## config.mk

```make
export PLATFORM = sky130hd
export DESIGN_NAME = locc_out
export DESIGN_NICKNAME = d
export VERILOG_FILES = /design/src/hdl/log_odds_occupancy_cell_update_macros.svh /design/src/hdl/locc_pkg.sv /design/src/hdl/locc_out.sv
export SDC_FILE = /design/constraint.sdc
export NUM_CORES = 1
export LEC_CHECK = 0
export BUFFER_PORTS_ARGS = -buffer_cell sky130_fd_sc_hd__buf_2
export CORE_AREA = 2 2 77 79
export DETAILED_ROUTE_END_ITERATION = 10
export DIE_AREA = 0 0 79 81
export PLACE_DENSITY = 0.61
export SETUP_SLACK_MARGIN = 0.2
export SLEW_MARGIN = 30
export SYNTH_ARGS = -nofsm -noshare
export SYNTH_HDL_FRONTEND = slang
export SYNTH_SLANG_ARGS = --single-unit
```

## constraint.sdc

```tcl
create_clock -name clk_i -period 0.8 [get_ports clk_i]
set_input_delay 0.08 -clock clk_i [delete_from_list [all_inputs] [get_ports clk_i]]
set_output_delay 0.08 -clock clk_i [all_outputs]
set_load 0.02 [all_outputs]
```

## src/hdl/log_odds_occupancy_cell_update_macros.svh

```systemverilog
// Assertion macros shared by the occupancy cell update RTL.
`ifndef LOG_ODDS_OCCUPANCY_CELL_UPDATE_MACROS_SVH
`define LOG_ODDS_OCCUPANCY_CELL_UPDATE_MACROS_SVH

// Same-cycle implication, sampled on clk_i, off while rst_ni is low.
`define LOCC_ASSERT_NOW(lbl, ante, cons, msg) \
  lbl: assert property (@(posedge clk_i) disable iff (!rst_ni) (ante) |-> (cons)) \
    else $error(msg);

// Next-cycle implication, sampled on clk_i, off while rst_ni is low.
`define LOCC_ASSERT_NEXT(lbl, ante, cons, msg) \
  lbl: assert property (@(posedge clk_i) disable iff (!rst_ni) (ante) |=> (cons)) \
    else $error(msg);

`endif

```

## src/hdl/locc_pkg.sv

```systemverilog
// Types, constants and register codes for the occupancy cell update block.
package locc_pkg;

  localparam int unsigned CellCountDefault = 4096;
  localparam int unsigned QueueDepth       = 2;

  localparam int LoW    = 25;
  localparam int IdxW   = 12;
  localparam int OpW    = 3;
  localparam int StampW = 3;
  localparam int CycW   = 2;

  localparam logic [StampW-1:0] NewStamp   = 3'd4;
  localparam logic [CycW-1:0]   CycleFirst = 2'd1;
  localparam logic [CycW-1:0]   CycleLast  = 2'd3;

  localparam logic signed [LoW-1:0] LoMax = 25'sh0FFFFFF;
  localparam logic signed [LoW-1:0] LoMin = 25'sh1000000;

  localparam logic signed [LoW-1:0] HitIncReset    = 25'sd847297;
  localparam logic signed [LoW-1:0] MissIncReset   = -25'sd405465;
  localparam logic signed [LoW-1:0] ClampLowReset  = -25'sd1992430;
  localparam logic signed [LoW-1:0] ClampHighReset = 25'sd3476099;
  localparam logic signed [LoW-1:0] ThresholdReset = 25'sd0;

  typedef enum logic [OpW-1:0] {
    OP_HIT      = 3'd0,
    OP_MISS     = 3'd1,
    OP_RESET    = 3'd2,
    OP_QUERY    = 3'd3,
    OP_END_SCAN = 3'd4
  } opcode_e;

  typedef enum logic [2:0] {
    K_HIT,
    K_MISS,
    K_RESET,
    K_QUERY,
    K_END_SCAN
  } kind_e;

  typedef enum logic [2:0] {
    REG_HIT_INC    = 3'd0,
    REG_MISS_INC   = 3'd1,
    REG_CLAMP_LOW  = 3'd2,
    REG_CLAMP_HIGH = 3'd3,
    REG_THRESHOLD  = 3'd4
  } reg_e;

  typedef enum logic [1:0] {
    B_CLEAR,
    B_IDLE,
    B_EXEC
  } back_state_e;

  typedef struct packed {
    logic signed [LoW-1:0] hit_inc;
    logic signed [LoW-1:0] miss_inc;
    logic signed [LoW-1:0] clamp_low;
    logic signed [LoW-1:0] clamp_high;
    logic signed [LoW-1:0] threshold;
  } cfg_t;

  typedef struct packed {
    kind_e           kind;
    logic            in_range;
    logic [IdxW-1:0] index;
  } item_t;

  typedef struct packed {
    logic                  valid;
    logic signed [LoW-1:0] lo;
    logic [StampW-1:0]     stamp;
  } cell_t;

  typedef struct packed {
    logic                  vld;
    logic                  exists;
    logic signed [LoW-1:0] lo;
    logic [CycW-1:0]       cycle;
  } res_t;

endpackage

```

## src/hdl/locc_out.sv

```systemverilog
// Result stage: classifies the updated log-odds against the threshold.
module locc_out (
  input  logic                              clk_i,
  input  logic                              rst_ni,
  input  locc_pkg::res_t                    res_i,
  input  logic signed [locc_pkg::LoW-1:0]   threshold_i,
  output logic                              done_o,
  output logic                              cell_exists_o,
  output logic                              is_occupied_o,
  output logic                              is_free_o,
  output logic                              is_unknown_o,
  output logic signed [locc_pkg::LoW-1:0]   log_odds_o,
  output logic [locc_pkg::CycW-1:0]         scan_cycle_o
);

  logic gt, lt;

  assign gt = res_i.lo > threshold_i;
  assign lt = res_i.lo < threshold_i;

  always_ff @(posedge clk_i or negedge rst_ni) begin
    if (!rst_ni) begin
      done_o <= 1'b0;
    end else begin
      done_o <= res_i.vld;
    end
  end

  always_ff @(posedge clk_i) begin
    cell_exists_o <= res_i.exists;
    is_occupied_o <= res_i.exists & gt;
    is_free_o     <= res_i.exists & lt;
    is_unknown_o  <= ~res_i.exists | (~gt & ~lt);
    log_odds_o    <= res_i.lo;
    scan_cycle_o  <= res_i.cycle;
  end

endmodule

```

After elaboration in Yosys (flattened, before gate mapping)
Cells that the tools add are included.
Widths: inputs -> output; s select.
{"block": "op_classes", "n_bitwise": 7, "magnitude_cmp": 2}
{"cell": "$gt 25x25->1", "n": 1}
{"cell": "$lt 25x25->1", "n": 1}
{"cell": "$and 1x1->1", "n": 3}
{"cell": "$not 1->1", "n": 3}
{"cell": "$or 1x1->1", "n": 1}
{"block": "word_totals", "inputBits": 56, "regBits": 32, "output_inout_bits": 32}

Depth between registers and ports, before layout
Gate-level depths: netlist of run 1.
{"block": "logic_depth", "ltp_word": 4, "depth_mapped": 7, "mapped_depth_nobuf": 7}

Worst setup path after synthesis of run 1
No wires, ideal clock.
{"block": "synth_timing", "kind": "input to register", "start": "input threshold_i[6] (netlist name)", "end": "register is_free_o", "setup_time_ns": 0.072, "path_slack_ns": -0.811, "n_path_buf": 0, "arrival_ns": 1.539, "stages": 7, "cell_sequence": "inv_1 -> ha_1 -> a211oi_2 -> nor2_1 -> a2111o_1 -> a211oi_2 -> mux2i_1"}
{"block": "synth_between", "elab_chain_len": 2}
{"element": "from (decl)", "line": "locc_out.sv:6", "source": "input logic signed [locc_pkg::LoW-1:0] threshold_i,"}
{"element": "$lt 25x25->1", "line": "locc_out.sv:19", "source": "assign lt = res_i.lo < threshold_i;"}
{"element": "$and 1x1->1", "line": "locc_out.sv:32", "source": "is_free_o <= res_i.exists & lt;"}
{"element": "to (signal assigned)", "line": "locc_out.sv:32"}
{"element": "to (decl)", "line": "locc_out.sv:10", "source": "output logic is_free_o,"}
Every way passes these cells.

Worst setup path after layout of run 1
{"block": "layout_timing", "start": "input threshold_i[5] (netlist name)", "end": "register is_occupied_o"}
{"block": "layout_between", "elab_chain_len": 2}
{"element": "$gt 25x25->1", "line": "locc_out.sv:18", "source": "assign gt = res_i.lo > threshold_i;"}
{"element": "$and 1x1->1", "line": "locc_out.sv:31", "source": "is_occupied_o <= res_i.exists & gt;"}
{"element": "to (signal assigned)", "line": "locc_out.sv:31"}
{"element": "to (decl)", "line": "locc_out.sv:9", "source": "output logic is_occupied_o,"}
Every way passes these cells.

==> results of run 1 <==
final cells by class:
type	instances	area (um^2)	area share, %
inverter	25	98.8	3.55
timing repair buffer	124	1030	37.1
tap	75	93.8	3.37
clock inverter	1	30.0	1.08
sequential	32	683	24.5
multi-input combinational	74	751	26.9
clock buffer	7	96.3	3.46
metal layers:
layer | track usage, % | up-vias
li1 | - | 711
met5 | 0 | -
met3 | 5.00 | 4
met4 | 5.00 | 0
met2 | 20.4 | 55
met1 | 11.2 | 628
cell usage in the layout, fill, tap and decap left out, types with 4 or more instances in the layout:
cell | synthesis | routed
dfxtp_2 | 0 | 30
buf_6 | 0 | 39
nor2_1 | 5 | 4
buf_4 | 0 | 10
dlygate4sd3_1 | 0 | 27
nand4_1 | 7 | 7
a21oi_1 | 9 | 7
inv_2 | 0 | 4
buf_2 | 0 | 47
ha_4 | 0 | 10
clkbuf_8 | 0 | 7
nand2_1 | 5 | 5
inv_1 | 25 | 19
ha_1 | 25 | 15
registers in the layout, indices dropped and copies added (netlist names):
register,flops
log_odds_o,25
scan_cycle_o,2
cell_exists_o,1
done_o,1
is_occupied_o,1
is_free_o,1
is_unknown_o,1
worst max path at each step:
stage	start	end	cells past startpoint
final	threshold_i[5]	is_occupied_o	7
after CTS	threshold_i[4]	is_occupied_o	8
after global placement	res_i[8]	is_free_o	7
after global routing	res_i[8]	is_occupied_o	7
after floorplan	res_i[8]	is_free_o	6
after detailed placement	res_i[8]	is_occupied_o	7
what timing repair did:
item	4_1_cts	5_1_grt
pin swaps	16	3
resized for setup	109	6
hold endpoints to repair	28	1
endpoints found under the setup margin	35	35
setup buffers	0	1
cells by family after synthesis:
kind of cell	Yosys count
compound gates	23
fa+ha+maj	25
buf+inv	25
flops	32
mux	2
simple gates	24
cells in the mapped netlist (all sizes together):
master and n:
dfxtp 31, ha 25, inv 25, a21oi 9, nand4 7, nand2 5
nor2 5, o21ai 5, a211oi 2, mux2i 2, nand3 2, nor3 2
o21a 2, a2111o 1, a2111oi 1, a21o 1, a22o 1, and4 1
dfrtp 1, nand2b 1, nor4 1, o211ai 1
per-stage QoR:
stage	worst slack (ps)	hold WS [ps]	util (%)	setup TNS (ps)	power (mW)
floorplan	-629	-216	-	-1640	2.17
global placement	-799	-146	35.7	-2240	2.52
detailed placement	-878	-144	35.7	-2390	2.52
CTS	-555	-2.32	48.5	-1840	4.59
global route	-609	-2.18	49.1	-2460	4.76
finish	-558	10.6	49.1	-1490	4.51
power groups by stage:
| stage | Clock (mW) | Sequential [mW] | Combinational (mW) |
|---|---|---|---|
| floorplan | 0 | 1.87 | 0.306 |
| global placement | 0 | 1.74 | 0.777 |
| detailed placement | 0 | 1.74 | 0.783 |
| CTS | 1.79 | 1.74 | 1.05 |
| global route | 1.84 | 1.75 | 1.17 |
| finish | 1.70 | 1.75 | 1.06 |
critical path: cells and delay by family:
kind / cells / cell delay (ps)
fa+ha+maj: 1 / 190
buf+inv: 2 / 150
simple gates: 1 / 180
compound gates: 2 / 710
mux: 1 / 240
==> flow_summary.yaml, run 1 <==
status:
  status: "finished with violations"
  violations: "negative setup slack"
die:
  die_w_um: 79
  die_area_mm2: 0.00640
  die_h_um: 81
  io_pins: 88
  fp-row-count: 28
  start_util_pct: 23.8
  fp.coreArea_mm2: 0.00568
drt:
  dr.pass1.iters: 3
  drt_iter0_drc: 29
  wirelength_um: 3640
  avgRoutedWirePerCell_um: 10.8
  drc: 0
  routed.top_layer: "met4"
  met1_length_um: 1380
  met2RoutedLength_um: 1900
  vias_per_cell: 4.14
  ant_nets: 0
  vias: 1398
  dr_wl_met3_um: 326
sta:
  hold_viol: 0
  setup_violations: 8
  rsz0062_at_grt: "yes"
  fmax_ghz: 0.737
  worst_pin_slew_ps: 368
  worst_slack_ps: -558
  finalMaxSlewViolations: 0
  relSlewSlack_pct: 74.8
  period_minus_slack_ps: 1360
  finalCritPeriodShare_pct: 170
logic_synthesis:
  yosys_register_bits: 32
  synth_cells: 131
  synth_top_family_by_area: "adder cells"
  ys_seq_area_share_pct: 47.8
  synth.distinct_cells: 22
  synthTopCellsByArea: "dfxtp_1, ha_1, inv_1"
  synth_compound_area_share_pct: 11.4
  syn_area_mm2: 0.00135
  yosys.area_share.adder_pct: 23.2
  yosysWarnings: 0
  muxShareOfSynthArea_pct: 1.48
  synth_nets: 212
  yosys.area_share.simple_pct: 9.18
  synth_top_cell_area_share_pct: 46.0
  synth_xor_xnor_area_share_pct: 0
  syn_area_per_cell_um2: 10.3
  synth.largest_area_cell: "dfxtp_1"
power_and_ir_drop:
  p_int_mw: 3.41
  power_switching_mw: 1.10
  power_leakage_nw: 1.34
  swShare_pct: 24.3
  comb_power_share_pct: 23.5
  cellPowerDensity_mw_per_mm2: 1620
  pwr-share-seq_pct: 38.8
  ir_worst_vdd_uv: 876
  pwr-share-clk_pct: 37.8
setup_path:
  path_class: "input pin to register"
  critPathMaxFanout: 2
  required_ps: 1000
  crit_chain: "buf_2 > inv_2 > ha_4 > and4_4 > a2111o_1 > a211oi_2 > mux2i_1"
  cp-start-kind: "input pin"
  worstPathArrival_ps: 1560
  cpPeakStageDelay_ps: 410
  crit_slowest_cell: "a2111o_1"
  crit_path_end_kind: "register"
grt:
  first_global_vias: 1348
  grt_usage_pct: 11.3
  grt_overflow: 0
  grt_start_max_net_pins: 11
  antenna_found_initial: 1
  grt_first_pass_wirelength_um: 5530
clock_network:
  cts_tree: "built"
  clock_sinks: 32
  clk_pin_slew_ps: 70
  clockBufferDepth: 2
  ctsHoldBuffers: 27
  numCtsBuffers: 5
  htree_levels: 2
  root_buffer: "clkbuf_8"
finish:
  fin_nets: 343
  final_area_mm2: 0.00279
  drive_above_1_share_pct: 60.1
  antenna-diode-count: 0
  nFillCells: 533
  area_growth_pct: 106
  final_cells: 338
place:
  dp.cells: 302
  io_buffers: 87
  post-dp-hpwl_um: 2650
  gp_congestion: 0.661
  placed_area_mm2: 0.00203
worst_hold_path:
  hold_path_startpoint: "res_i[21]"
  hold_path_class: "input pin to register"
  holdPathEnd: "log_odds_o[19]"
  hold_depth: 2
run:
  drv_cap: 0
Note: power is estimated with default switching activity, not from simulation.
==> run 2, diff against run 1 <==
--- a/config.mk
+++ b/config.mk
@@ -5,11 +5,12 @@
 export SDC_FILE = /design/constraint.sdc
 export NUM_CORES = 1
 export LEC_CHECK = 0
+export ABC_AREA = 1
 export BUFFER_PORTS_ARGS = -buffer_cell sky130_fd_sc_hd__buf_2
-export CORE_AREA = 2 2 77 79
+export CORE_AREA = 4 4 83 85
 export DETAILED_ROUTE_END_ITERATION = 10
-export DIE_AREA = 0 0 79 81
-export PLACE_DENSITY = 0.61
+export DIE_AREA = 0 0 87 89
+export PLACE_DENSITY = 0.6
 export SETUP_SLACK_MARGIN = 0.2
 export SLEW_MARGIN = 30
 export SYNTH_ARGS = -nofsm -noshare
==> run 2 against run 1 <==
  * The flow still finishes with violations (negative setup slack)
  * Clock power down 22%
  * Non-clock buffer count up 16
  * Wire length up 29%
  * Largest power group unchanged
  * Highest routed layer unchanged
==> flow_summary.yaml, run 2 <==
status:
  status: "finished with violations"
  violations: "negative setup slack"
die:
  fp-row-count: 29
  io_pins: 88
  die_w_um: 87
  die_h_um: 89
  start_util_pct: 24.2
  fp.coreArea_mm2: 0.00620
  die_area_mm2: 0.00774
grt:
  first_global_vias: 1705
  grt_start_max_net_pins: 11
  grt_first_pass_wirelength_um: 7420
  grt_overflow: 0
  grt_usage_pct: 12.4
  antenna_found_initial: 0
logic_synthesis:
  yosysWarnings: 0
  synth_top_cell_area_share_pct: 41.4
  syn_area_mm2: 0.00150
  synthArstFlopShare_pct: 3.13
  yosys_register_bits: 32
  ys_seq_area_share_pct: 43.0
  synth_nets: 260
  synthTopCellsByArea: "dfxtp_1, ha_1, nand2_1"
  synth_cells: 179
  synth.largest_area_cell: "dfxtp_1"
  syn_area_per_cell_um2: 8.38
  synthTopCellsByCount: "nand2_1, inv_1, dfxtp_1"
  synth_ff_type: "dfxtp_1"
  synth.distinct_cells: 18
  synth.most_common_cell: "nand2_1"
  synth_edf_count: 0
sta:
  worst_slack_ps: -239
  rsz0062_at_grt: "yes"
  finalCritPeriodShare_pct: 130
  fmax_ghz: 0.962
  worst_pin_slew_ps: 227
  hold_viol: 0
  setup_violations: 26
  relSlewSlack_pct: 84.8
  finalMaxSlewViolations: 0
  period_minus_slack_ps: 1040
  hold_ws_ps: 28.3
power_and_ir_drop:
  p_total_mw: 4.65
  power_leakage_nw: 1.61
  ir_worst_vdd_uv: 637
  cellPowerDensity_mw_per_mm2: 1370
setup_path:
  critPathMaxFanout: 3
  crit_chain: "buf_6 > ha_4 > nand2_4 > nor2_4 > nand4_4 > nor2_4 > nand2_2 > nand3_2 > nand2_1 > nand2_1 > nor2_2"
  worstPathArrival_ps: 1220
  cpPeakStageDelay_ps: 280
  crit_path_end_kind: "register"
  cp-start-kind: "input pin"
  crit_slowest_cell: "ha_4"
  path_class: "input pin to register"
  required_ps: 980
clock_network:
  cts_tree: "built"
  clockBufferDepth: 2
  numCtsBuffers: 5
  clock_sinks: 32
  root_buffer: "clkbuf_8"
  clk_pin_slew_ps: 70
  htree_levels: 2
finish:
  largest_reg_flops: 25
  fin_nets: 407
  drive_above_1_share_pct: 67.6
  final_cells: 404
  area_growth_pct: 126
  antenna-diode-count: 0
  final_core_util_pct: 54.6
  layout_commonest_cell: "buf_6"
  top_register: "log_odds_o"
  reg_top3: "log_odds_o x25, scan_cycle_o x2"
  mostFrequentLayoutCells: "buf_6, buf_2, dfxtp_2"
place:
  pre_cts_ws_ps: -577
  dp.cells: 362
  io_buffers: 87
  post-dp-hpwl_um: 3350
  gp_congestion: 0.695
drt:
  avgRoutedWirePerCell_um: 11.6
  drt_iter0_drc: 19
  vias_per_cell: 4.11
  wirelength_um: 4680
  drc: 0
  vias: 1662
  ant_nets: 0
  dr.pass1.iters: 4
worst_hold_path:
  hold_depth: 2
  hold_path_startpoint: "res_i[10]"
  hold_path_class: "input pin to register"
  holdPathEnd: "log_odds_o[8]"
run:
  drv_cap: 0
run 2: changes by cell type after synthesis, moves of 2 or more:
cell | previous run | this run
nor2_1 | 5 | 11
nand2_1 | 5 | 40
o21ai_0 | 5 | 0
nand3_1 | 2 | 6
o21a_1 | 2 | 0
inv_1 | 25 | 38
nand2_2 | 0 | 2
a211oi_2 | 2 | 0
mux2i_1 | 2 | 0
nor2_2 | 0 | 3
a21oi_1 | 9 | 7
run 2: report_power, final:
part | leakage, nW | switching (mW) | total (mW) | internal, mW
logic | 1.28 | 0.676 | 1.58 | 0.901
clock network | 0.0510 | 0.638 | 1.32 | 0.687
registers | 0.273 | 0.0415 | 1.74 | 1.70
run 2: how the worst max path moves through the flow:
stage / start / to / slack, ps
final: res_i[26] / is_occupied_o / -240
after global routing: res_i[17] / is_occupied_o / -340
after CTS: threshold_i[24] / is_occupied_o / -200
after detailed placement: res_i[4] / is_occupied_o / -580
after global placement: res_i[4] / is_occupied_o / -570
after floorplan: threshold_i[24] / is_occupied_o / -340
run 2: cells by family (layout without fill, tap and decap cells):
| group | count (synthesis) | count (layout) | synth area share, % |
|---|---|---|---|
| AO/OA/AOI/OAI | 10 | 10 | 3.84 |
| adder cells (fa/ha/maj) | 25 | 25 | 20.9 |
| buffers and inverters | 38 | 186 | 9.51 |
| flip-flops | 32 | 32 | 43.0 |
| AND/OR/NAND/NOR | 74 | 74 | 22.8 |
run 2: layout make-up:
cell class	instances	area, um^2
clock buffer	6	82.6
clock inverter	2	10.0
fill	552	2820
inverter	38	160
multi-input combinational	109	1120
sequential	32	683
tap	77	96.3
timing repair buffer	140	1230
run 2: repair_timing:
item	4_1_cts	5_1_grt
endpoints found under the setup margin	35	35
cloned	0	0
setup buffers	5	0
hold buffers	29	0
pin swaps	30	30
hold endpoints to repair	29	0
gates resized for setup	143	24
run 2: layer usage:
| layer | part of all wire, % | wire length, um | track usage [%] | vias to the layer above |
|---|---|---|---|---|
| li1 | - | - | - | 861 |
| met1 | 38 | 1760 | 13.8 | 742 |
| met2 | 54 | 2520 | 22.1 | 51 |
| met3 | 6.7 | 313 | 3.59 | 8 |
| met4 | 1.9 | 88 | 4.96 | 0 |
| met5 | 0 | 0 | 0 | - |
run 2: metrics by stage:
step | area (um^2) | TNS, ps
floorplan | 1720 | -956
global placement | 2390 | -1650
detailed placement | 2390 | -1680
CTS | 3300 | -1110
global route | 3390 | -2050
finish | 3390 | -882
run 2: critical path, delay by kind of cell:
family | cells | cell delay, ps
AND/OR/NAND/NOR | 9 | 750
adder cells (fa/ha/maj) | 1 | 280
buffers and inverters | 1 | 100
